===== src/rtl/wvp_pkg.sv =====
// Shared types, codes and defaults for the weighted variant picker.
package wvp_pkg;

  localparam int SOUND_ENTRIES_DEF = 64;
  localparam int MAX_VARIANTS_DEF  = 8;
  localparam int WEIGHT_BITS_DEF   = 8;

  localparam int IDX_W   = 6;
  localparam int MODE_W  = 2;
  localparam int CNTIN_W = 4;
  localparam int PACK_W  = 64;
  localparam int RND_W   = 64;
  localparam int VAR_W   = 3;

  localparam logic REQ_DECLARE = 1'b0;
  localparam logic REQ_PICK    = 1'b1;

  localparam logic [MODE_W-1:0] MODE_SEQ       = 2'd0;
  localparam logic [MODE_W-1:0] MODE_NO_REPEAT = 2'd2;

  typedef enum logic [1:0] {
    ST_OK           = 2'd0,
    ST_ZERO_TOTAL   = 2'd1,
    ST_NOT_DECLARED = 2'd2
  } status_e;

  typedef enum logic [3:0] {
    S_CLEAR,
    S_IDLE,
    S_LOOK,
    S_SUM,
    S_CHK,
    S_DIV,
    S_SCAN,
    S_RESP
  } state_e;

  typedef enum logic [2:0] {
    RES_NOT_DECLARED,
    RES_ZERO_TOTAL,
    RES_DECLARED,
    RES_SEQ,
    RES_SCAN
  } res_kind_e;

  typedef struct packed {
    logic      clr_wr;
    logic      cap_req;
    logic      wr_decl;
    logic      wr_seq;
    logic      wr_pick;
    logic      sum_init;
    logic      sum_step;
    logic      div_init;
    logic      div_step;
    logic      scan_step;
    logic      res_en;
    res_kind_e res_kind;
    logic      load_out;
  } cmd_t;

  typedef struct packed {
    logic clr_last;
    logic in_range;
    logic is_pick;
    logic declared;
    logic mode_seq;
    logic sum_last;
    logic total_zero;
    logic div_last;
    logic scan_hit;
    logic out_free;
  } stat_t;

endpackage


===== src/rtl/wvp_ctrl.sv =====
// Controller state machine: sequences lookup, weight sum, modulo and scan.
module wvp_ctrl import wvp_pkg::*; (
  input  logic  clk_i,
  input  logic  rst_ni,
  input  logic  in_valid_i,
  output logic  in_ready_o,
  input  stat_t stat_i,
  output cmd_t  cmd_o
);

  state_e state_q, state_d;

  always_ff @(posedge clk_i or negedge rst_ni) begin
    if (!rst_ni) begin
      state_q <= S_CLEAR;
    end else begin
      state_q <= state_d;
    end
  end

  always_comb begin
    state_d = state_q;
    unique case (state_q)
      S_CLEAR: if (stat_i.clr_last) state_d = S_IDLE;
      S_IDLE:  if (in_valid_i) state_d = S_LOOK;
      S_LOOK: begin
        priority if (!stat_i.in_range || !stat_i.is_pick || !stat_i.declared ||
                     stat_i.mode_seq) begin
          state_d = S_RESP;
        end else begin
          state_d = S_SUM;
        end
      end
      S_SUM:  if (stat_i.sum_last) state_d = S_CHK;
      S_CHK:  state_d = stat_i.total_zero ? S_RESP : S_DIV;
      S_DIV:  if (stat_i.div_last) state_d = S_SCAN;
      S_SCAN: if (stat_i.scan_hit) state_d = S_RESP;
      S_RESP: if (stat_i.out_free) state_d = S_IDLE;
      default: state_d = S_IDLE;
    endcase
  end

  always_comb begin
    cmd_o          = '0;
    cmd_o.res_kind = RES_NOT_DECLARED;
    in_ready_o     = 1'b0;
    unique case (state_q)
      S_CLEAR: cmd_o.clr_wr = 1'b1;
      S_IDLE: begin
        in_ready_o    = 1'b1;
        cmd_o.cap_req = in_valid_i;
      end
      S_LOOK: begin
        priority if (!stat_i.in_range) begin
          cmd_o.res_en   = 1'b1;
          cmd_o.res_kind = RES_NOT_DECLARED;
        end else if (!stat_i.is_pick) begin
          cmd_o.wr_decl  = 1'b1;
          cmd_o.res_en   = 1'b1;
          cmd_o.res_kind = RES_DECLARED;
        end else if (!stat_i.declared) begin
          cmd_o.res_en   = 1'b1;
          cmd_o.res_kind = RES_NOT_DECLARED;
        end else if (stat_i.mode_seq) begin
          cmd_o.wr_seq   = 1'b1;
          cmd_o.res_en   = 1'b1;
          cmd_o.res_kind = RES_SEQ;
        end else begin
          cmd_o.sum_init = 1'b1;
        end
      end
      S_SUM: cmd_o.sum_step = 1'b1;
      S_CHK: begin
        if (stat_i.total_zero) begin
          cmd_o.res_en   = 1'b1;
          cmd_o.res_kind = RES_ZERO_TOTAL;
        end else begin
          cmd_o.div_init = 1'b1;
        end
      end
      S_DIV: cmd_o.div_step = 1'b1;
      S_SCAN: begin
        cmd_o.scan_step = 1'b1;
        if (stat_i.scan_hit) begin
          cmd_o.wr_pick  = 1'b1;
          cmd_o.res_en   = 1'b1;
          cmd_o.res_kind = RES_SCAN;
        end
      end
      S_RESP: cmd_o.load_out = stat_i.out_free;
      default: ;
    endcase
  end

endmodule


===== config.mk =====
export PLATFORM = sky130hd
export DESIGN_NAME = wvp_ctrl
export DESIGN_NICKNAME = d
export VERILOG_FILES = /design/src/rtl/wvp_pkg.sv /design/src/rtl/wvp_ctrl.sv
export SDC_FILE = /design/constraint.sdc
export NUM_CORES = 1
export LEC_CHECK = 0
export ABC_AREA = 1
export BUFFER_PORTS_ARGS = -buffer_cell sky130_fd_sc_hd__buf_2
export CAP_MARGIN = 20
export CORE_AREA = 2 2 39 41
export DETAILED_ROUTE_END_ITERATION = 16
export DIE_AREA = 0 0 41 43
export GPL_ROUTABILITY_DRIVEN = 0
export PLACE_DENSITY_LB_ADDON = 0.3
export SYNTH_ARGS = -nofsm -noshare
export SYNTH_HDL_FRONTEND = slang
export SYNTH_SLANG_ARGS = --single-unit

===== constraint.sdc =====
create_clock -name clk_i -period 1.3 [get_ports clk_i]
set_input_delay 0.13 -clock clk_i [delete_from_list [all_inputs] [get_ports clk_i]]
set_output_delay 0.13 -clock clk_i [all_outputs]
set_load 0.005 [all_outputs]

### After elaboration in Yosys (flattened, before gate mapping)

Index checks and enable logic that the tools add are counted.

* bits in registers: 4
* bits in latches: 0
* RAM bits: 0
* memory bits (read-only): 0
* input port bits: 13
* output and inout port bits: 16
* logic and storage cells: 60
* memories kept: 0

* add/sub/neg operators: 0
* $mul: 0
* div/mod/pow operators: 0
* order comparisons: 0
* equality and inequality tests: 13
* shift operators: 0
* multiplexer cells: 38
* bitwise gates (word level): 0
* reduce and logical (&&, ||, !) cells: 8

Operators with widths (number)
* $mux W4: 12
* $pmux W4 S8: 1
* $mux W1: 20
* $eq A4 B3 Y1 const B: 4
* $ne A2 B2 Y1 const B: 6
* $pmux W4 S3: 1
* $eq A4 B2 Y1 const B: 2
* $mux W2: 3
* $reduce_and A6 Y1: 1
* $eq A4 B1 Y1 const B: 1
* $logic_not A4 Y1: 1
* $logic_not A1 Y1: 3
* $logic_or A1 B1 Y1: 3
* $mux W3: 1

### Depth between registers and ports, before layout

Gate-level depths: netlist of run 1.

* depth in word-level cells: 6
* depth in mapped cells: 9
* mapped depth without buffers: 8

### Least setup slack after synthesis of run 1

Ideal clock, no wire load.

* kind: register -> output
* start point: reg state_q[2]
* end point: out cmd_o[1] in the netlist's numbering
* data arrival time: 1.069 ns
* required time: 1.170 ns
* setup slack: 0.101 ns
* cell stages (with the launch flop): 5
* buffers on the path: 1
* cells stage by stage: dfrtp_1 buf_4 nor3_2 inv_2 o31ai_2

RTL lines
* start, declared: RTL line wvp_ctrl.sv:11 `state_e state_q, state_d;`
* start signal, assigned: RTL line wvp_ctrl.sv:17 `state_q <= state_d;`
* end, declared: RTL line wvp_ctrl.sv:8 `output cmd_t cmd_o`

==> results of run 1 <==
[routing by layer]
metal / GRT usage / part of all wire / vias to the layer above
li1: - / - / 322
met1: 0.182 / 0.38 / 276
met2: 0.281 / 0.53 / 27
met3: 0.0471 / 0.063 / 4
met4: 0.0867 / 0.018 / 0
met5: 0 / 0 / -
[what timing repair did]
action	in CTS	in global routing
setup buffers	7	4
resized for setup	13	15
endpoints found under the setup margin	17	17
pin swaps	3	4
hold endpoints to repair	3	0
hold buffers	1	0
[path summary, 6_finish.rpt]
kind	start	to	slack (ns)	cells past startpoint
setup / recovery	state_q[0]	cmd_o[1]	-0.11	4
hold / removal	rst_ni	state_q[1]	0.22	2
setup reg to reg	state_q[0]	state_q[0]	0	9
hold reg to reg	state_q[1]	state_q[1]	0.70	3
max in group asynchronous	rst_ni	state_q[0]	0.95	2
min in group clk_i	stat_i[2]	state_q[2]	0.33	5
[worst max-delay path: stages (launching register included)]
cell	delay [ns]
dfrtp_2	0.46
nor3_4	0.20
inv_2	0.08
o31ai_2	0.17
buf_2	0.14
[area by class of cell]
type                            count  area share
Multi-Input combinational cell     52       0.423
Sequential cell                     3      0.0962
Tap cell                           16      0.0244
Timing Repair Buffer               44       0.344
Clock buffer                        4      0.0321
Inverter                           17      0.0809
[cell families (layout without fill, tap and decap cells)]
group	count (synthesis)	count (layout)
flops	3	3
simple gates	47	47
compound gates	5	5
buf+inv	19	65
[placed cells by master (no fill, tap or decap)]
master,instances
buf_2,28
o31ai_2,1
nand3_4,1
nor3_1,3
nand3_2,1
inv_2,4
buf_6,5
inv_1,12
clkbuf_4,3
nand3_1,5
dlygate4sd3_1,1
nor3_2,2
nand3b_1,1
nand4_1,2
dfrtp_2,3
clkbuf_1,1
nor2_1,5
nor3_4,1
buf_4,10
o21ai_0,1
inv_4,1
nand2_1,14
a21oi_4,1
nand2_2,4
a211oi_2,1
a21oi_1,1
nor2_2,3
nor2_4,5
[power by group through the flow]
stage | combinational (mW) | clock (mW) | sequential [mW]
6_report | 1.47 | 0.165 | 0.266
5_1_grt | 1.61 | 0.184 | 0.276
4_1_cts | 1.16 | 0.165 | 0.266
3_5_place_dp | 0.883 | 0 | 0.273
3_3_place_gp | 0.871 | 0 | 0.267
2_1_floorplan | 0.662 | 0 | 0.199
[per-stage QoR]
step	cells	hold slack (ns)	setup WS [ns]	power, mW	instance area (µm²)
detailed placement	120	-0.0721	-0.00477	1.16	603
CTS	132	0.224	-0.125	1.59	728
global placement	120	-0.0747	0.0189	1.14	603
global route	136	0.213	-0.205	2.07	820
floorplan	74	-0.166	0.101	0.861	428
finish	136	0.221	-0.114	1.90	820
==> impl_metrics.json, run 1 <==
{
  "outcome": "complete, but fails checks",
  "violations": "setup timing",
  "num_vias": 629,
  "netlist_instances": 74,
  "irDropWorstVdd_uv": 907,
  "synth_compound_area_frac": 0.0936,
  "start_kind": "flip-flop",
  "grt_max_degree": 8,
  "die_h_um": 43,
  "p_int_mw": 0.997,
  "syn_area_um2": 428,
  "cts_sinks": 3,
  "p_clk_frac": 0.086,
  "start_util": 0.309,
  "critical_path_class": "reg2out",
  "hp-class": "in2async",
  "cts_root_buffer": "clkbuf_4",
  "hold_viol_final": 0,
  "finalNetCount": 134,
  "cap_violations": 0,
  "cts_made_buffers": 3,
  "slew_headroom": 0.866,
  "synth_seq_area_share": 0.175,
  "min_period_ns": 1.41,
  "rows": 14,
  "final_util": 0.592,
  "power_density_mw_per_mm2": 2320,
  "p_leak_nw": 0.479,
  "top_register": "state_q",
  "p_seq_frac": 0.140,
  "drive_gt1_frac": 0.617,
  "max_freq_mhz": 707,
  "synth_nets": 87,
  "clk_path_buf_depth": 2,
  "grt_pass1_vias": 533,
  "synth_seq_cells": 3,
  "drtIter0Drc": 4,
  "regArea_um2": 78.8,
  "htree_levels": 1,
  "drcViolationCount": 0,
  "grt_pass1_wl_um": 2020,
  "p_switching_mw": 0.907,
  "antenna_cells": 0,
  "synth_xor_area_frac": 0,
  "synthToLayoutAreaGrowth_pct": 91.5,
  "synth.most_common_cell": "nand2_1",
  "grt_overflow_total": 0,
  "synth_top_cell_by_area": "dfrtp_1",
  "syn_avg_cell_area_um2": 5.78,
  "layout_setup_ws_ns": -0.114,
  "die_w_um": 41,
  "synth-adder-area-share": 0,
  "multi_input_area_um2": 347,
  "io_buffers": 28,
  "clkTransAtPathRegs_ns": 0.04,
  "dpl.hpwl_um": 871,
  "track_usage": 0.169,
  "comb_power_share": 0.774,
  "rsz0062_at_grt": "true",
  "setup_viol": 12,
  "synth_warnings": 0,
  "tns_ns": -0.696,
  "drv_slew": 0,
  "antenna_found_initial": 0,
  "avgViaCountPerCell": 4.63,
  "min_period_over_period": 1.09,
  "tightest_slew_ns": 0.200,
  "fillers": 128,
  "worstSetupEndpointType": "output pin",
  "worstPathArrival_ns": 1.28,
  "ys_types": 19,
  "cts_tree": "done",
  "clk_latency_ns": 0.23,
  "core_mm2": 0.00138,
  "p_sw_frac": 0.477,
  "finalClockSkew_ns": 0.00617,
  "die_area_mm2": 0.00176,
  "drt_pre_antenna_iters": 2,
  "synth_top_family_by_area": "simple AND/OR/NAND/NOR gates",
  "cp_data_required_time_ns": 1.17,
  "wl_per_cell_um": 10.4,
  "synth_top_area_share": 0.175,
  "cp_max_fo": 6,
  "synthMuxAreaShare": 0,
  "async_flop_share": 1.00,
  "reg_top3": "state_q (3)",
  "ys_top_cells_by_area": "dfrtp_1 (18%), nand2_1 (14%), inv_1 (13%), nand3_1 (7.0%), nor2_1 (7.0%)",
  "ios": 29,
  "yosys.area_share.simple": 0.547,
  "postRouteAntennaNets": 0,
  "drt-total-wl_um": 1410,
  "ys.flop_type": "dfrtp_1",
  "synth_edf_count": 0,
  "synthTopCellsByCount": "nand2_1 (16), inv_1 (15), nor2_1 (8)",
  "largest_reg_flops": 3
}
Power figures use the tool's default switching activity.
==> run 2, diff against run 1 <==
--- a/config.mk
+++ b/config.mk
@@ -13,6 +13,7 @@
 export DIE_AREA = 0 0 41 43
 export GPL_ROUTABILITY_DRIVEN = 0
 export PLACE_DENSITY_LB_ADDON = 0.3
+export SKIP_CTS_REPAIR_TIMING = 1
 export SYNTH_ARGS = -nofsm -noshare
 export SYNTH_HDL_FRONTEND = slang
 export SYNTH_SLANG_ARGS = --single-unit
==> run 2 against run 1 <==
The flow still finishes with violations (setup timing). Global-route usage shrank 2.8 points. Sequential cell count unchanged. Final area decreased by 4.1%. Count of clock-buffer cells in the layout stayed put. Via count increased by 1.6%. Critical endpoint is now cmd_o[13]. Largest cell class unchanged. Largest power group unchanged. Highest routed layer unchanged.
==> impl_metrics.json, run 2 (synthesis gave the netlist of run 1 again) <==
{
  "drt_pre_antenna_iters": 5,
  "start_kind": "flip-flop",
  "drive_gt1_frac": 0.587,
  "clkTransAtPathRegs_ns": 0.04,
  "setup_viol": 15,
  "grt_pass1_wl_um": 1700,
  "final_cell_mix": "buf_2 (29), nand2_1 (14), buf_4 (14)",
  "irDropWorstVdd_uv": 749,
  "htree_levels": 1,
  "num_vias": 639,
  "tns_ns": -1.15,
  "drtIter0Drc": 13,
  "r2r_slack_ns": -0.04,
  "critical_path_class": "reg2out",
  "clk_latency_ns": 0.23,
  "ios": 29,
  "fillers": 131,
  "regArea_um2": 78.8,
  "layout_setup_ws_ns": -0.140,
  "multi_input_area_um2": 323,
  "power_density_mw_per_mm2": 2290,
  "cp_max_fo": 6,
  "track_usage": 0.141,
  "avgViaCountPerCell": 4.66,
  "cts_root_buffer": "clkbuf_4",
  "min_period_ns": 1.44,
  "wl_per_cell_um": 10.1,
  "cts_tree": "done",
  "core_mm2": 0.00138,
  "slew_headroom": 0.845,
  "grtUsageMet1": 0.159,
  "synthToLayoutAreaGrowth_pct": 83.6,
  "grt_pass1_vias": 459,
  "grt_overflow_total": 0,
  "timing.rr.end": "state_q[2]",
  "top_usage_layer": "met2",
  "drt-total-wl_um": 1380,
  "start_util": 0.309,
  "io_buffers": 28,
  "p_leak_nw": 0.472,
  "grt_use_met2": 0.228,
  "worstPathArrival_ns": 1.31,
  "finalClockSkew_ns": 0.00574,
  "grt_use_met3": 0.0314,
  "clk_path_buf_depth": 2,
  "largest_reg_flops": 3,
  "final_common_cell": "buf_2",
  "die_w_um": 41,
  "final_util": 0.568,
  "reg_top3": "state_q (3)",
  "cts_made_buffers": 3,
  "drcViolationCount": 0,
  "rsz0062_at_grt": "true",
  "worstSetupEndpointType": "output pin",
  "max_freq_mhz": 694,
  "postRouteAntennaNets": 0,
  "hp-class": "in2async",
  "tightest_slew_ns": 0.232,
  "min_period_over_period": 1.11,
  "antenna_cells": 0,
  "r2r-start": "state_q[2]",
  "rows": 14,
  "drv_slew": 0,
  "cts_sinks": 3,
  "hold_viol_final": 0,
  "dpl.hpwl_um": 871,
  "grt_max_degree": 11,
  "top_register": "state_q",
  "finalNetCount": 135,
  "critPathLaunch": "state_q[1]",
  "rr_worst_depth": 8,
  "violations": "setup timing",
  "outcome": "complete, but fails checks",
  "die_h_um": 43,
  "cp_data_required_time_ns": 1.17,
  "antenna_found_initial": 0,
  "cap_violations": 0,
  "die_area_mm2": 0.00176
}
-- run 2: changes by cell type in the layout (fill, tap and decap cells not counted), sizes merged --
cell	change
buf	+1
-- run 2: worst max-delay path: stages, from the launching register on --
cell and delay (ns):
dfrtp_2 0.44, buf_4 0.15, buf_6 0.11, nor2_4 0.10
inv_2 0.06, nor3_2 0.09, buf_2 0.13
-- run 2: how the worst max path moves through the flow --
stage                       to
CTS                   cmd_o[1]
finish               cmd_o[13]
floorplan             cmd_o[1]
detailed placement  state_q[2]
global placement    state_q[2]
global route          cmd_o[1]
-- run 2: power by group --
group          leakage [nW]  internal, mW  switching (mW)
logic                 0.424         0.666           0.727
clock network        0.0150         0.115          0.0467
registers            0.0326         0.158          0.0869
-- run 2: through the flow --
step	hold WS [ns]	setup WS (ns)	cells	total power, mW	area (µm²)
6_report	0.224	-0.140	137	1.80	786
2_1_floorplan	-0.166	0.101	74	0.861	428
3_5_place_dp	-0.0721	-0.00477	120	1.16	603
4_1_cts	-0.317	-0.244	124	1.32	629
3_3_place_gp	-0.0747	0.0189	120	1.14	603
5_1_grt	0.234	-0.234	137	1.95	786
-- run 2: area by class of cell --
class	instances	share of cell area
multi-input cells	52	0.411
well taps	16	0.0255
flip-flops and latches	3	0.100
repair buffers	45	0.346
inverters	17	0.0844
clock buffers	4	0.0334
-- run 2: per-layer routing --
| metal | vias to the layer above | routed length (µm) |
|---|---|---|
| met5 | - | 0 |
| met4 | 0 | 9 |
| met3 | 2 | 100 |
| met2 | 29 | 711 |
| met1 | 282 | 557 |
| li1 | 326 | - |
==> run 3, diff against run 2 <==
--- a/config.mk
+++ b/config.mk
@@ -8,9 +8,9 @@
 export ABC_AREA = 1
 export BUFFER_PORTS_ARGS = -buffer_cell sky130_fd_sc_hd__buf_2
 export CAP_MARGIN = 20
-export CORE_AREA = 2 2 39 41
+export CORE_MARGIN = 2
+export CORE_UTILIZATION = 33
 export DETAILED_ROUTE_END_ITERATION = 16
-export DIE_AREA = 0 0 41 43
 export GPL_ROUTABILITY_DRIVEN = 0
 export PLACE_DENSITY_LB_ADDON = 0.3
 export SKIP_CTS_REPAIR_TIMING = 1
==> run 3 against run 2 <==
The flow still finishes with violations (setup timing). First-iteration DRC count shrank 100%. Count of clock-buffer cells in the layout is the same. Core utilization grew 9.3 points. Via count shrank 8.3%. Total power shrank 4.4%. Routed wire length shrank 11%. Clock power grew 2%. Critical endpoint unchanged.
==> impl_metrics.json, run 3 (synthesis gave the netlist of run 1 again) <==
{
  "antenna_found_initial": 0,
  "regArea_um2": 78.8,
  "drv_slew": 0,
  "start_util": 0.370,
  "dpl.hpwl_um": 829,
  "finalClockSkew_ns": 0.00352,
  "wirelength_met1_um": 508,
  "final_cell_mix": "buf_2 (27), nand2_1 (16), inv_1 (10)",
  "htree_levels": 1,
  "largest_reg_flops": 3,
  "drtIter0Drc": 0,
  "start_kind": "flip-flop",
  "num_vias": 586,
  "cap_violations": 0,
  "io_buffers": 28,
  "cts_tree": "done",
  "grt_pass1_vias": 380,
  "core_mm2": 0.00116,
  "synthToLayoutAreaGrowth_pct": 78.7,
  "avgViaCountPerCell": 4.51,
  "worstSetupEndpointType": "output pin",
  "cp_max_fo": 5,
  "track_usage": 0.135,
  "grt_max_degree": 13,
  "cp_data_required_time_ns": 1.17,
  "die_h_um": 40.0,
  "reg_top3": "state_q (3)",
  "irDropWorstVdd_uv": 1280,
  "hp-class": "in2async",
  "clkTransAtPathRegs_ns": 0.04,
  "power_density_mw_per_mm2": 2250,
  "min_period_over_period": 1.10,
  "cts_made_buffers": 3,
  "tns_ns": -0.805,
  "top_register": "state_q",
  "multi_input_area_um2": 318,
  "wl_per_cell_um": 9.45,
  "hold_viol_final": 0,
  "violations": "setup timing",
  "wl_met3_um": 54,
  "drive_gt1_frac": 0.578,
  "wl_met2_um": 665,
  "rsz0062_at_grt": "true",
  "worstPathArrival_ns": 1.30,
  "grt_pass1_wl_um": 1450,
  "p_leak_nw": 0.460,
  "drcViolationCount": 0,
  "die_area_mm2": 0.00160,
  "ios": 29,
  "clk_latency_ns": 0.23,
  "rows": 12,
  "final_common_cell": "buf_2",
  "dp_slack_ns": -0.00608,
  "grt_overflow_total": 0,
  "die_w_um": 40.0,
  "clk_path_buf_depth": 2,
  "critical_path_class": "reg2out",
  "antenna_cells": 0,
  "cts_sinks": 3,
  "finalNetCount": 130,
  "fillers": 110,
  "drt-total-wl_um": 1230,
  "min_period_ns": 1.43,
  "outcome": "complete, but fails checks",
  "max_freq_mhz": 698,
  "cts_root_buffer": "clkbuf_4",
  "tightest_slew_ns": 0.211,
  "setup_viol": 14,
  "postRouteAntennaNets": 0,
  "drt_pre_antenna_iters": 1,
  "layout_setup_ws_ns": -0.134,
  "total_power_mw": 1.72,
  "top_layer": "met3",
  "slew_headroom": 0.859
}
## run 3: path summary, 6_finish.rpt
path | slack, ns | depth (start not counted) | to | from
setup / recovery | -0.13 | 5 | cmd_o[13] | state_q[1]
hold / removal | 0.22 | 2 | state_q[2] | rst_ni
setup reg to reg | -0.02 | 9 | state_q[0] | state_q[1]
hold reg to reg | 0.64 | 2 | state_q[2] | state_q[2]
max in group asynchronous | 0.97 | 2 | state_q[1] | rst_ni
min in group clk_i | 0.34 | 5 | state_q[2] | stat_i[2]
## run 3: cell type report
class                   count  share of cell area
well taps                  14              0.0229
flip-flops and latches      3               0.103
multi-input cells          52               0.416
repair buffers             40               0.337
clock buffers               4              0.0344
inverters                  17              0.0867
## run 3: metrics by stage
| step | utilization | hold WS, ns | instances | instance area (µm²) |
|---|---|---|---|---|
| 2_1_floorplan | - | -0.166 | 74 | 428 |
| 3_3_place_gp | 0.519 | -0.0742 | 118 | 601 |
| 3_5_place_dp | 0.519 | -0.0733 | 118 | 601 |
| 4_1_cts | 0.542 | -0.323 | 122 | 627 |
| 5_1_grt | 0.661 | 0.216 | 130 | 764 |
| 6_report | 0.661 | 0.216 | 130 | 764 |
## run 3: where the power goes
part,leakage (nW),switching (mW),internal (mW)
Combinational,0.412,0.652,0.629
Sequential,0.0326,0.115,0.158
Clock,0.0150,0.0505,0.115
## run 3: critical path, cell delays in order (launching register included)
cell and delay [ns]:
dfrtp_2 0.43, buf_4 0.15, nor2_4 0.13, inv_2 0.07, nor3_2 0.16, buf_2 0.13
## run 3: metal layers
metal / up-vias / global-route usage
met2: 16 / 0.222
met3: 0 / 0.0167
met4: 0 / 0.103
met1: 255 / 0.157
li1: 315 / -
met5: - / 0
