===== config.mk =====
export PLATFORM = sky130hd
export DESIGN_NAME = wvp_dp
export DESIGN_NICKNAME = d
export VERILOG_FILES = /design/src/rtl/wvp_pkg.sv /design/src/rtl/wvp_ram.sv /design/src/rtl/wvp_dp.sv
export SDC_FILE = /design/constraint.sdc
export NUM_CORES = 2
export LEC_CHECK = 0
export BUFFER_PORTS_ARGS = -buffer_cell sky130_fd_sc_hd__buf_2
export CORE_ASPECT_RATIO = 0.9
export CORE_MARGIN = 2
export CORE_UTILIZATION = 57
export DETAILED_ROUTE_END_ITERATION = 10
export PLACE_DENSITY = 0.76
export SYNTH_ARGS = -nofsm -noshare
export SYNTH_HDL_FRONTEND = slang
export SYNTH_MEMORY_MAX_BITS = 65536
export SYNTH_SLANG_ARGS = --single-unit

===== constraint.sdc =====
create_clock -name clk_i -period 5.5 [get_ports clk_i]
set_clock_uncertainty 0.2 [all_clocks]
set_input_delay 0.275 -clock clk_i [delete_from_list [all_inputs] [get_ports clk_i]]
set_output_delay 0.275 -clock clk_i [all_outputs]
set_load 0.03 [all_outputs]

===== src/rtl/wvp_pkg.sv =====
// Shared types, codes and defaults for the weighted variant picker.
package wvp_pkg;

  localparam int SOUND_ENTRIES_DEF = 64;
  localparam int MAX_VARIANTS_DEF  = 8;
  localparam int WEIGHT_BITS_DEF   = 8;

  localparam int IDX_W   = 6;
  localparam int MODE_W  = 2;
  localparam int CNTIN_W = 4;
  localparam int PACK_W  = 64;
  localparam int RND_W   = 64;
  localparam int VAR_W   = 3;

  localparam logic REQ_DECLARE = 1'b0;
  localparam logic REQ_PICK    = 1'b1;

  localparam logic [MODE_W-1:0] MODE_SEQ       = 2'd0;
  localparam logic [MODE_W-1:0] MODE_NO_REPEAT = 2'd2;

  typedef enum logic [1:0] {
    ST_OK           = 2'd0,
    ST_ZERO_TOTAL   = 2'd1,
    ST_NOT_DECLARED = 2'd2
  } status_e;

  typedef enum logic [3:0] {
    S_CLEAR,
    S_IDLE,
    S_LOOK,
    S_SUM,
    S_CHK,
    S_DIV,
    S_SCAN,
    S_RESP
  } state_e;

  typedef enum logic [2:0] {
    RES_NOT_DECLARED,
    RES_ZERO_TOTAL,
    RES_DECLARED,
    RES_SEQ,
    RES_SCAN
  } res_kind_e;

  typedef struct packed {
    logic      clr_wr;
    logic      cap_req;
    logic      wr_decl;
    logic      wr_seq;
    logic      wr_pick;
    logic      sum_init;
    logic      sum_step;
    logic      div_init;
    logic      div_step;
    logic      scan_step;
    logic      res_en;
    res_kind_e res_kind;
    logic      load_out;
  } cmd_t;

  typedef struct packed {
    logic clr_last;
    logic in_range;
    logic is_pick;
    logic declared;
    logic mode_seq;
    logic sum_last;
    logic total_zero;
    logic div_last;
    logic scan_hit;
    logic out_free;
  } stat_t;

endpackage


===== src/rtl/wvp_ram.sv =====
// Generic single-write, single-read RAM with registered read data.
module wvp_ram import wvp_pkg::*; #(
  parameter int WIDTH = 8,
  parameter int DEPTH = SOUND_ENTRIES_DEF,
  localparam int AW = (DEPTH > 1) ? $clog2(DEPTH) : 1
) (
  input  logic             clk_i,
  input  logic             we_i,
  input  logic [AW-1:0]    waddr_i,
  input  logic [WIDTH-1:0] wdata_i,
  input  logic             re_i,
  input  logic [AW-1:0]    raddr_i,
  output logic [WIDTH-1:0] rdata_o
);

  logic [WIDTH-1:0] mem_q [DEPTH];
  logic [WIDTH-1:0] rdata_q;

  always_ff @(posedge clk_i) begin
    if (we_i) begin
      mem_q[waddr_i] <= wdata_i;
    end
    if (re_i) begin
      rdata_q <= mem_q[raddr_i];
    end
  end

  assign rdata_o = rdata_q;

endmodule


===== src/rtl/wvp_dp.sv =====
// Datapath: entry tables, weight accumulator, restoring divider, scan, output register.
module wvp_dp import wvp_pkg::*; #(
  parameter int SOUND_ENTRIES = SOUND_ENTRIES_DEF,
  parameter int MAX_VARIANTS  = MAX_VARIANTS_DEF,
  parameter int WEIGHT_BITS   = WEIGHT_BITS_DEF
) (
  input  logic               clk_i,
  input  logic               rst_ni,
  input  cmd_t               cmd_i,
  output stat_t              stat_o,
  input  logic               req_type_i,
  input  logic [IDX_W-1:0]   sound_index_i,
  input  logic [MODE_W-1:0]  select_mode_i,
  input  logic [CNTIN_W-1:0] variant_count_i,
  input  logic [PACK_W-1:0]  packed_weights_i,
  input  logic [RND_W-1:0]   random_word_i,
  output logic               out_valid_o,
  input  logic               out_ready_i,
  output logic [VAR_W-1:0]   picked_variant_o,
  output logic [1:0]         status_o
);

  localparam int AW    = (SOUND_ENTRIES > 1) ? $clog2(SOUND_ENTRIES) : 1;
  localparam int VW    = (MAX_VARIANTS > 1) ? $clog2(MAX_VARIANTS) : 1;
  localparam int CNT_W = $clog2(MAX_VARIANTS + 1);
  localparam int TOT_W = WEIGHT_BITS + CNT_W;
  localparam int BC_W  = $clog2(RND_W);

  // entry word layout
  localparam int E_LV      = 0;
  localparam int E_LAST_LO = 1;
  localparam int E_NSEQ_LO = E_LAST_LO + VW;
  localparam int E_W_LO    = E_NSEQ_LO + VW;
  localparam int E_CNT_LO  = E_W_LO + PACK_W;
  localparam int E_MODE_LO = E_CNT_LO + CNT_W;
  localparam int ENTRY_W   = E_MODE_LO + MODE_W;

  // captured request
  logic               req_q;
  logic [IDX_W-1:0]   idx_q;
  logic [MODE_W-1:0]  mode_in_q;
  logic [CNT_W-1:0]   cnt_in_q;
  logic [PACK_W-1:0]  wts_in_q;
  logic [RND_W-1:0]   rnd_q, rnd_d;

  // iteration state
  logic [AW-1:0]      clr_q;
  logic [VW-1:0]      v_q, v_d;
  logic [TOT_W-1:0]   total_q, total_d;
  logic [TOT_W-1:0]   rem_q, rem_d;
  logic [BC_W-1:0]    bit_q, bit_d;

  // result and output
  status_e            res_st_q;
  logic [VAR_W-1:0]   res_var_q;
  logic               out_valid_q, out_valid_d;
  status_e            out_st_q;
  logic [VAR_W-1:0]   out_var_q;

  logic [ENTRY_W-1:0] ent_rd, ent_wd;
  logic               flag_rd;
  logic               ent_we, flag_we, flag_wd;
  logic [AW-1:0]      addr_in, addr_q, flag_waddr;

  logic [MODE_W-1:0]  e_mode;
  logic [CNT_W-1:0]   e_cnt;
  logic [PACK_W-1:0]  e_wts;
  logic [VW-1:0]      e_nseq, e_last;
  logic               e_lv;

  logic [4:0]         cnt_ext, cnt_clamp;
  logic [VW-1:0]      seq_pick, seq_next;
  logic               avoid;
  logic [7:0]         shamt;
  logic [PACK_W-1:0]  shifted;
  logic [WEIGHT_BITS-1:0] w_raw, w_eff;
  logic [TOT_W:0]     trial;
  logic               v_last;

  assign addr_in    = AW'(sound_index_i);
  assign addr_q     = AW'(idx_q);
  assign flag_we    = cmd_i.clr_wr | cmd_i.wr_decl;
  assign flag_waddr = cmd_i.clr_wr ? clr_q : addr_q;
  assign flag_wd    = cmd_i.wr_decl;
  assign ent_we     = cmd_i.wr_decl | cmd_i.wr_seq | cmd_i.wr_pick;

  wvp_ram #(.WIDTH(1), .DEPTH(SOUND_ENTRIES)) u_flag_ram (
    .clk_i   (clk_i),
    .we_i    (flag_we),
    .waddr_i (flag_waddr),
    .wdata_i (flag_wd),
    .re_i    (cmd_i.cap_req),
    .raddr_i (addr_in),
    .rdata_o (flag_rd)
  );

  wvp_ram #(.WIDTH(ENTRY_W), .DEPTH(SOUND_ENTRIES)) u_entry_ram (
    .clk_i   (clk_i),
    .we_i    (ent_we),
    .waddr_i (addr_q),
    .wdata_i (ent_wd),
    .re_i    (cmd_i.cap_req),
    .raddr_i (addr_in),
    .rdata_o (ent_rd)
  );

  // read data holds until the next transaction, so it is used in place
  assign e_lv   = ent_rd[E_LV];
  assign e_last = ent_rd[E_LAST_LO +: VW];
  assign e_nseq = ent_rd[E_NSEQ_LO +: VW];
  assign e_wts  = ent_rd[E_W_LO +: PACK_W];
  assign e_cnt  = ent_rd[E_CNT_LO +: CNT_W];
  assign e_mode = ent_rd[E_MODE_LO +: MODE_W];

  // declared count: zero means one, clamp at the variant limit
  assign cnt_ext = 5'(variant_count_i);
  always_comb begin
    cnt_clamp = cnt_ext;
    if (cnt_ext == 5'd0) begin
      cnt_clamp = 5'd1;
    end
    if (cnt_clamp > 5'(MAX_VARIANTS)) begin
      cnt_clamp = 5'(MAX_VARIANTS);
    end
  end

  // sequential mode
  always_comb begin
    seq_pick = e_nseq;
    if (CNT_W'(e_nseq) >= e_cnt) begin
      seq_pick = '0;
    end
    seq_next = seq_pick + VW'(1);
    if (CNT_W'(seq_pick) + CNT_W'(1) == e_cnt) begin
      seq_next = '0;
    end
  end

  // weight of the variant under the counter, last pick masked in no-repeat mode
  assign avoid   = (e_mode == MODE_NO_REPEAT) && (e_cnt > CNT_W'(1)) && e_lv;
  assign shamt   = 8'(32'(v_q) * WEIGHT_BITS);
  assign shifted = e_wts >> shamt;
  assign w_raw   = (shamt >= 8'(PACK_W)) ? '0 : shifted[WEIGHT_BITS-1:0];
  assign w_eff   = (avoid && (v_q == e_last)) ? '0 : w_raw;
  assign v_last  = (CNT_W'(v_q) + CNT_W'(1) == e_cnt);

  assign trial = {rem_q, rnd_q[RND_W-1]};

  always_comb begin
    ent_wd = ent_rd;
    priority if (cmd_i.wr_decl) begin
      ent_wd[E_MODE_LO +: MODE_W] = mode_in_q;
      ent_wd[E_CNT_LO +: CNT_W]   = cnt_in_q;
      ent_wd[E_W_LO +: PACK_W]    = wts_in_q;
      ent_wd[E_NSEQ_LO +: VW]     = '0;
      ent_wd[E_LAST_LO +: VW]     = '0;
      ent_wd[E_LV]                = 1'b0;
    end else if (cmd_i.wr_seq) begin
      ent_wd[E_NSEQ_LO +: VW]     = seq_next;
      ent_wd[E_LAST_LO +: VW]     = seq_pick;
      ent_wd[E_LV]                = 1'b1;
    end else begin
      ent_wd[E_LAST_LO +: VW]     = v_q;
      ent_wd[E_LV]                = 1'b1;
    end
  end

  always_comb begin
    v_d     = v_q;
    total_d = total_q;
    rem_d   = rem_q;
    bit_d   = bit_q;
    rnd_d   = rnd_q;
    priority if (cmd_i.cap_req) begin
      rnd_d = random_word_i;
    end else if (cmd_i.sum_init) begin
      v_d     = '0;
      total_d = '0;
    end else if (cmd_i.sum_step) begin
      total_d = total_q + TOT_W'(w_eff);
      v_d     = v_q + VW'(1);
    end else if (cmd_i.div_init) begin
      rem_d = '0;
      bit_d = BC_W'(RND_W - 1);
      v_d   = '0;
    end else if (cmd_i.div_step) begin
      // restoring division, one quotient bit per cycle, remainder kept
      if (trial >= {1'b0, total_q}) begin
        rem_d = TOT_W'(trial - {1'b0, total_q});
      end else begin
        rem_d = trial[TOT_W-1:0];
      end
      rnd_d = {rnd_q[RND_W-2:0], 1'b0};
      bit_d = bit_q - BC_W'(1);
    end else if (cmd_i.scan_step && !stat_o.scan_hit) begin
      rem_d = rem_q - TOT_W'(w_eff);
      v_d   = v_q + VW'(1);
    end else begin
    end
  end

  always_ff @(posedge clk_i) begin
    if (cmd_i.cap_req) begin
      req_q     <= req_type_i;
      idx_q     <= sound_index_i;
      mode_in_q <= select_mode_i;
      cnt_in_q  <= CNT_W'(cnt_clamp);
      wts_in_q  <= packed_weights_i;
    end
    rnd_q   <= rnd_d;
    v_q     <= v_d;
    total_q <= total_d;
    rem_q   <= rem_d;
    bit_q   <= bit_d;
    if (cmd_i.res_en) begin
      unique case (cmd_i.res_kind)
        RES_NOT_DECLARED: begin
          res_st_q  <= ST_NOT_DECLARED;
          res_var_q <= '0;
        end
        RES_ZERO_TOTAL: begin
          res_st_q  <= ST_ZERO_TOTAL;
          res_var_q <= '0;
        end
        RES_DECLARED: begin
          res_st_q  <= ST_OK;
          res_var_q <= '0;
        end
        RES_SEQ: begin
          res_st_q  <= ST_OK;
          res_var_q <= VAR_W'(seq_pick);
        end
        RES_SCAN: begin
          res_st_q  <= ST_OK;
          res_var_q <= VAR_W'(v_q);
        end
        default: begin
          res_st_q  <= ST_NOT_DECLARED;
          res_var_q <= '0;
        end
      endcase
    end
    if (cmd_i.load_out) begin
      out_st_q  <= res_st_q;
      out_var_q <= res_var_q;
    end
  end

  assign out_valid_d = cmd_i.load_out ? 1'b1 : (out_ready_i ? 1'b0 : out_valid_q);

  always_ff @(posedge clk_i or negedge rst_ni) begin
    if (!rst_ni) begin
      out_valid_q <= 1'b0;
      clr_q       <= '0;
    end else begin
      out_valid_q <= out_valid_d;
      if (cmd_i.clr_wr) begin
        clr_q <= clr_q + AW'(1);
      end
    end
  end

  assign stat_o.clr_last   = (clr_q == AW'(SOUND_ENTRIES - 1));
  assign stat_o.in_range   = (32'(idx_q) < SOUND_ENTRIES);
  assign stat_o.is_pick    = (req_q == REQ_PICK);
  assign stat_o.declared   = flag_rd;
  assign stat_o.mode_seq   = (e_mode == MODE_SEQ);
  assign stat_o.sum_last   = v_last;
  assign stat_o.total_zero = (total_q == '0);
  assign stat_o.div_last   = (bit_q == '0);
  assign stat_o.scan_hit   = (rem_q < TOT_W'(w_eff)) || v_last;
  assign stat_o.out_free   = !out_valid_q || out_ready_i;

  assign out_valid_o      = out_valid_q;
  assign picked_variant_o = out_var_q;
  assign status_o         = out_st_q;

endmodule


Yosys cells after proc, flatten, opt, wreduce, memory -nomap -nowiden --
Memory sizes are Yosys's and may differ from the RTL's. A register that Yosys moved wholly into a read port is not among the register bits. Index checks and enable logic that the tools add are counted.
Cells by class: reductions and logical operators 24, multiplexer cells 32, shifts and indexed selects 1, add/subtract/negate cells 9, bitwise gates (word level) 6, eq/ne operators 13, order comparisons 6
Operators by type and width (count):
- 64-bit two-way mux | 5
- 70-bit two-way mux | 1
- 64-bit by 6-bit >> shifter with 8-bit output | 1
- 12-bit two-way mux | 4
- 3-bit two-way mux | 7
- 8-bit two-way mux | 2
- 13-bit by 12-bit greater-or-equal comparator with 1-bit output | 1
- 12-bit by 8-bit adder with 12-bit output | 1
- 12-bit logical NOT | 1
- 12-bit by 8-bit less-than comparator with 1-bit output | 1
- 6-bit two-way mux | 2
- 4-bit AND reduction | 3
- 12-bit subtractor | 1
- 12-bit by 8-bit subtractor with 12-bit output | 1
- 3-bit by 1-bit adder with 4-bit output (second input constant) | 2
- 4-bit == test | 2
- 4-bit two-way mux | 2
- 2-bit nonzero test | 4
- 6-bit by 7-bit greater-or-equal comparator with 1-bit output (second input constant) | 1
- 7-bit two-way mux | 1
- 3-bit by 1-bit adder with 3-bit output (second input constant) | 2
- 6-bit by 1-bit adder with 6-bit output (second input constant) | 1
- 3-bit by 2-bit == test with 1-bit output (second input constant) | 2
- 6-bit == test (second input constant) | 1
- other kinds (26) | 42
Word-level totals: memories 2, output and inout port bits 16, register bits after elaboration 191, RAM bits 4992
Memories:
- u_entry_ram.mem_q | depth 64, bits a word 77, read ports 1, clocked after Yosys merged registers in 1, write ports 1, RTL line wvp_ram.sv:16 | logic [WIDTH-1:0] mem_q [DEPTH];
- u_flag_ram.mem_q | depth 64, bits a word 1, read ports 1, clocked after Yosys merged registers in 1, write ports 1, RTL line wvp_ram.sv:16

Depth between registers and ports, before layout --
depth after elaboration 13, gate-level depth with buffers 15, gate-level depth less buffers 15

Hierarchy --
From an unflattened synthesis, not the netlist that was laid out.
Unflattened totals: cell total of the unflattened synthesis 8931, area, all modules 202152.6 sq um
By module, submodules not included:
- wvp_ram (u_entry_ram) | sequential area each 150294.1 sq um, cells an instance 7948, times used 1, area an instance 188767.3 sq um
- wvp_dp | sequential area each 5700.5 sq um, cells an instance 779, times used 1, area an instance 10461.3 sq um
- wvp_ram (u_flag_ram) | sequential area each 1951.9 sq um, cells an instance 204, times used 1, area an instance 2924.1 sq um

Worst setup path before layout --
No wires, ideal clock.
path type reg2reg, start reg u_entry_ram.rdata_q[71] (netlist: u_entry_ram.rdata_o[71]), read port of u_entry_ram.mem_q, end mem u_entry_ram.mem_q[0][6] in the netlist's numbering (data pin), setup slack -0.555 ns, setup time 0.767 ns, cell stages (with the launch flop) 13, required time 4.533 ns, data arrival time 5.087 ns, cell sequence edfxtp_1 -> ha_1 -> nand2b_1 -> a21o_1 -> a21oi_1 -> o21ai_0 -> inv_1 -> ha_1 -> xor2_1 -> nor4_1 -> mux2i_1 -> nand2_1 -> a311oi_1
On the way: word-level cells in the longest chain between the ends 7, elaborated cells between the ends (all ways) 8
Ends and longest elaborated chain:
- start: declaration | RTL line wvp_ram.sv:17 | logic [WIDTH-1:0] rdata_q;
- 3-bit by 4-bit greater-or-equal comparator with 1-bit output | RTL line wvp_dp.sv:130 | if (CNT_W'(e_nseq) >= e_cnt) begin
- 3-bit two-way mux | RTL line wvp_dp.sv:130
- 3-bit by 1-bit adder with 4-bit output | RTL line wvp_dp.sv:134 | if (CNT_W'(seq_pick) + CNT_W'(1) == e_cnt) begin
- 4-bit == test | RTL line wvp_dp.sv:134
- 3-bit two-way mux * | RTL line wvp_dp.sv:134
- 3-bit two-way mux * | RTL line wvp_dp.sv:158 | end else if (cmd_i.wr_seq) begin
- 7-bit two-way mux * | RTL line wvp_dp.sv:151 | priority if (cmd_i.wr_decl) begin
- via ent_wd[6] | RTL line wvp_dp.sv:60 | logic [ENTRY_W-1:0] ent_rd, ent_wd;
- end: declaration | RTL line wvp_ram.sv:16
Mark *: on every way through the listed nets, which the timed path passes. The rest lies on a longest branch.

Worst setup path after layout --
start reg v_q[2], end reg rem_q[5], enable pin
On the way: word-level cells in the longest chain between the ends 9, elaborated cells between the ends (all ways) 14
Ends and longest elaborated chain:
- start: declaration | RTL line wvp_dp.sv:48 | logic [VW-1:0] v_q, v_d;
- start signal: assignment | RTL line wvp_dp.sv:211 | v_q <= v_d;
- 64-bit by 6-bit >> shifter with 8-bit output, or another cell as far along | RTL line wvp_dp.sv:142 | assign shifted = e_wts >> shamt;
- 8-bit two-way mux / 1-bit logical AND (equally long branches) | RTL line wvp_dp.sv:143, wvp_dp.sv:144
- 8-bit two-way mux | RTL line wvp_dp.sv:144 | assign w_eff = (avoid && (v_q == e_last)) ? '0 : w_raw;
- 12-bit by 8-bit less-than comparator with 1-bit output | RTL line wvp_dp.sv:271 | assign stat_o.scan_hit = (rem_q < TOT_W'(w_eff)) || v_last;
- 1-bit logical OR * | RTL line wvp_dp.sv:271
- 1-bit logical NOT * | RTL line wvp_dp.sv:195 | end else if (cmd_i.scan_step && !stat_o.scan_hit) begin
- 1-bit logical AND * | RTL line wvp_dp.sv:195
- 3-bit nonzero test (no source line) *
- 4-bit AND reduction (no source line) *
- end signal: assignment | RTL line wvp_dp.sv:213 | rem_q <= rem_d;
- end: declaration | RTL line wvp_dp.sv:50 | logic [TOT_W-1:0] rem_q, rem_d;
Every way passes the cells marked *; elsewhere a longest branch is shown, timed or not. A chain may end at the register's enable or synchronous reset.

==> flow_metrics.env <==
export IMPL_io_buffer_count=173
export IMPL_cp_depth=13
export IMPL_netlist_area_mm2=0.2021
export IMPL_drt_pass1_iter_count=9
export IMPL_start_util_pct=57.25
export IMPL_synth_top_family_by_area="multiplexers"
export IMPL_reg2reg_to="rem_q[5]$_SDFFCE_PP0P_"
export IMPL_rsz0062_at_grt="false"
export IMPL_fmax_mhz=193.2
export IMPL_cts_tree="done"
export IMPL_relSlewSlack_pct=-9.596
export IMPL_synthMuxAreaShare_pct=17.90
export IMPL_reg2reg_depth=13
export IMPL_slowest_delay_ns=0.71
export IMPL_cp_common_cell="o311ai_0"
export IMPL_synth_top_area_cell="edfxtp_1"
export IMPL_r2r_slack_ns=0.32
export IMPL_cts_resized=0
export IMPL_yosys_register_bits=5261
export IMPL_ios=175
export IMPL_clk_pin_slew_ns=0.06
export IMPL_cts_buffers_inserted=478
export IMPL_grt_pass1_vias=103100
export IMPL_path_buf_inv=2
export IMPL_path_max_fanout=12
export IMPL_fin_area_mm2=0.2306
export IMPL_finalCriticalPeriod_ns=5.177
export IMPL_synth_compound_area_share_pct=1.469
export IMPL_max_slew_worst_pin_slew_ns=1.644
export IMPL_grt_use_total_pct=32.57
export IMPL_placed_area_mm2=0.2116
export IMPL_critPathLaunchType="flop"
export IMPL_synth_edf_count=5254
export IMPL_critical_path_class="reg -> reg"
export IMPL_p_leak_uw=0.07220
export IMPL_grt_pass1_wl_um=808900
export IMPL_maxCapViolations=0
export IMPL_syn_inst=8464
export IMPL_avgSynthCellArea_um2=23.88
export IMPL_synth_ff_type="edfxtp_1"
export IMPL_required_ns=6.00
export IMPL_yosysTopAreaCellShare_pct=78.07
export IMPL_wl_per_cell_um=40.58
export IMPL_yosysWarnings=0
export IMPL_num_rows=207
export IMPL_drt_iter0_markers=18970
export IMPL_hold_path_cell_count=3
export IMPL_hold_start="random_word_i[63]"
export IMPL_h_tree_depth=5
export IMPL_nFillCells=21160
export IMPL_setup_violations_final=0
export IMPL_die_x_um=631.7
export IMPL_synth_async_sr_flop_share_pct=0.1331
export IMPL_ant_nets=0
export IMPL_synth_distinct_cells=66
export IMPL_violations="slew limit"
export IMPL_hpwlAfterDp_um=291900
export IMPL_vias=104300
export IMPL_drt_wl_total_um=585700
export IMPL_status="complete, but fails checks"
export IMPL_fin_nets=9493
export IMPL_crit_path_end_kind="flop"
export IMPL_timing_hold_ws_ns=0.01402
export IMPL_clk_latency_ns=1.04
export IMPL_synth_xor_area_share_pct=0.1343
export IMPL_globalplace_congestion=0.8506
export IMPL_synth_area_top_cells="edfxtp_1, mux4_2, mux2_2"
export IMPL_holdPathEnd="rnd_q[63]$_DFFE_PP_"
export IMPL_hold_class="in -> reg"
export IMPL_clockBufferDepth=4
export IMPL_drive_gt1_share_pct=30.11
export IMPL_syn_to_final_growth_pct=14.08
export IMPL_ys_seq_area_share_pct=78.15
export IMPL_die_area_mm2=0.3593
export IMPL_fin_crit_sh_pct=94.12
export IMPL_ir_drop_mv=0.3097
export IMPL_grt_ovfl_total=0
export IMPL_antenna_found_initial=34
export IMPL_cp_data_arrival_time_ns=5.68
export IMPL_cts_sinks=5261
export IMPL_grt_start_max_net_pins=107
export IMPL_power_density_mw_per_mm2=372.9
export IMPL_remaining_drc_errors=0
export IMPL_yosys_area_share_simple_pct=1.031
export IMPL_r2r_start="v_q[2]$_SDFFCE_PP0P_"
export IMPL_maxSlewViolCount=39
export IMPL_crit_slowest_cell="edfxtp_1"
export IMPL_synth_fa_ha_area_share_pct=0.2526
export IMPL_die_h_um=568.9
export IMPL_synth_nets=8662
export IMPL_via_per_inst=7.224
export IMPL_cts_root_buffer="clkbuf_16"
export IMPL_core_mm2=0.3530
export IMPL_worstPathCellList="xnor2_1 -> o311ai_0 -> or4_1 -> and2_1 -> ha_1 -> fa_1 -> nand2b_1 -> a21oi_1 -> o311a_1 -> o311ai_0 -> a2111oi_2 -> dlygate4sd3_1 -> buf_4"
export IMPL_final_hold_viol_count=0
export IMPL_fin_setup_tns_ns=0
export IMPL_crit_family="compound AO/OA/AOI/OAI gates"
-- stage by stage --
stage               setup WS (ns)  utilization [%]  cells  total power (uW)
floorplan                  0.3344                -   8464             50270
global placement           0.7169            59.93  13200             52310
detailed placement         0.7050            59.93  13200             52570
CTS                        0.1857            65.28  14410             86000
global route              0.08342            65.30  14420             87790
finish                     0.3234            65.31  14430             85980
-- cells in the final DEF, fill, tap and decap left out, types with 67 or more instances in the layout --
| cell | count |
|---|---|
| nand2_1 | 67 |
| mux2_2 | 145 |
| dlygate4sd3_1 | 310 |
| clkinv_2 | 102 |
| mux4_2 | 1498 |
| nor2_4 | 67 |
| nor2_1 | 189 |
| buf_12 | 133 |
| buf_4 | 183 |
| edfxtp_1 | 5254 |
| o221ai_1 | 79 |
| clkbuf_1 | 91 |
| a21oi_1 | 103 |
| buf_2 | 166 |
| o22ai_1 | 156 |
| clkinv_1 | 105 |
| mux2i_1 | 81 |
| clkbuf_16 | 484 |
-- layout make-up --
| type | count | area, um^2 | share of cell area [%] |
|---|---|---|---|
| antenna | 20 | 50.05 | 0.02171 |
| multi-input combinational | 2710 | 42650 | 18.50 |
| clock inverter | 321 | 3319 | 1.440 |
| clock buffer | 575 | 12450 | 5.401 |
| tap | 4702 | 5883 | 2.552 |
| sequential | 5261 | 157900 | 68.51 |
| inverter | 45 | 168.9 | 0.07326 |
| timing repair buffer | 799 | 8083 | 3.506 |
-- power breakdown --
group | leakage (uW) | total [uW] | switching (uW) | internal [uW]
Combinational | 0.0168 | 6100 | 3950 | 2150
Sequential | 0.0477 | 46000 | 383 | 45700
Clock | 0.00768 | 33800 | 14900 | 18900
Total | 0.0722 | 86000 | 19200 | 66700
-- state kept, by name, summed over array words and instances, names as in the netlist, 2 cells and up --
signal               flops
res_st_q                 2
res_var_q                3
rem_q                   12
cnt_in_q                 4
clr_q                    6
u_entry_ram.rdata_o     77
bit_q                    6
picked_variant_o         3
rnd_q                   64
addr_q                   6
u_entry_ram.mem_q     4928
mode_in_q                2
v_q                      3
total_q                 12
u_flag_ram.mem_q        64
wts_in_q                64
status_o                 2
-- kinds of logic (layout without fill, tap and decap cells) --
logic type,after synthesis,after routing
other,1,21
xor gates and xnor gates,31,31
adders and majority gates,39,39
AOI/OAI and AO/OA,448,448
buffers and inverters,493,1740
DFF,5261,5261
and+or+nand+nor,467,467
muxes,1724,1724
-- worst max path at each step --
stage                                    start                endpoint  slack, ns
after floorplan           v_q[0]$_SDFFCE_PP0P_  rem_q[0]$_SDFFCE_PP0P_       0.33
after global placement    v_q[1]$_SDFFCE_PP0P_  rem_q[0]$_SDFFCE_PP0P_       0.72
after detailed placement  v_q[1]$_SDFFCE_PP0P_    v_q[0]$_SDFFCE_PP0P_       0.71
after CTS                 v_q[1]$_SDFFCE_PP0P_  rem_q[7]$_SDFFCE_PP0P_       0.19
after global routing      v_q[2]$_SDFFCE_PP0P_  rem_q[5]$_SDFFCE_PP0P_       0.08
final                     v_q[2]$_SDFFCE_PP0P_  rem_q[5]$_SDFFCE_PP0P_       0.32
-- metal layers --
layer	track usage (%)	routed length, um
met5	0.5221	164
met4	15.72	33130
met3	9.571	85260
met2	50.24	274800
met1	43.11	192300
-- cells in the mapped netlist, types with 32 or more instances --
cell      number
edfxtp_1    5254
mux4_2      1498
nor2_1       256
clkbuf_1     246
buf_2        163
o22ai_1      156
mux2_2       145
a21oi_1      104
mux2i_1       81
o221ai_1      80
nand2_1       68
inv_1         44
ha_1          36
o21ai_0       32
-- timing repair --
action | in CTS | in global routing
hold buffers | 310 | 0
setup endpoints to repair | 0 | 12
setup buffers | 0 | 3
hold endpoints to repair | 456 | 0
-- worst register-to-register path, cell delays in order, from the launching register on --
cell and delay (ns):
edfxtp_1 0.71, xnor2_1 0.19, o311ai_0 0.15, or4_1 0.57
and2_1 0.22, ha_1 0.21, fa_1 0.42, nand2b_1 0.20
a21oi_1 0.32, o311a_1 0.28, o311ai_0 0.26, a2111oi_2 0.36
dlygate4sd3_1 0.59, buf_4 0.22
Power figures use the tool's default switching activity.
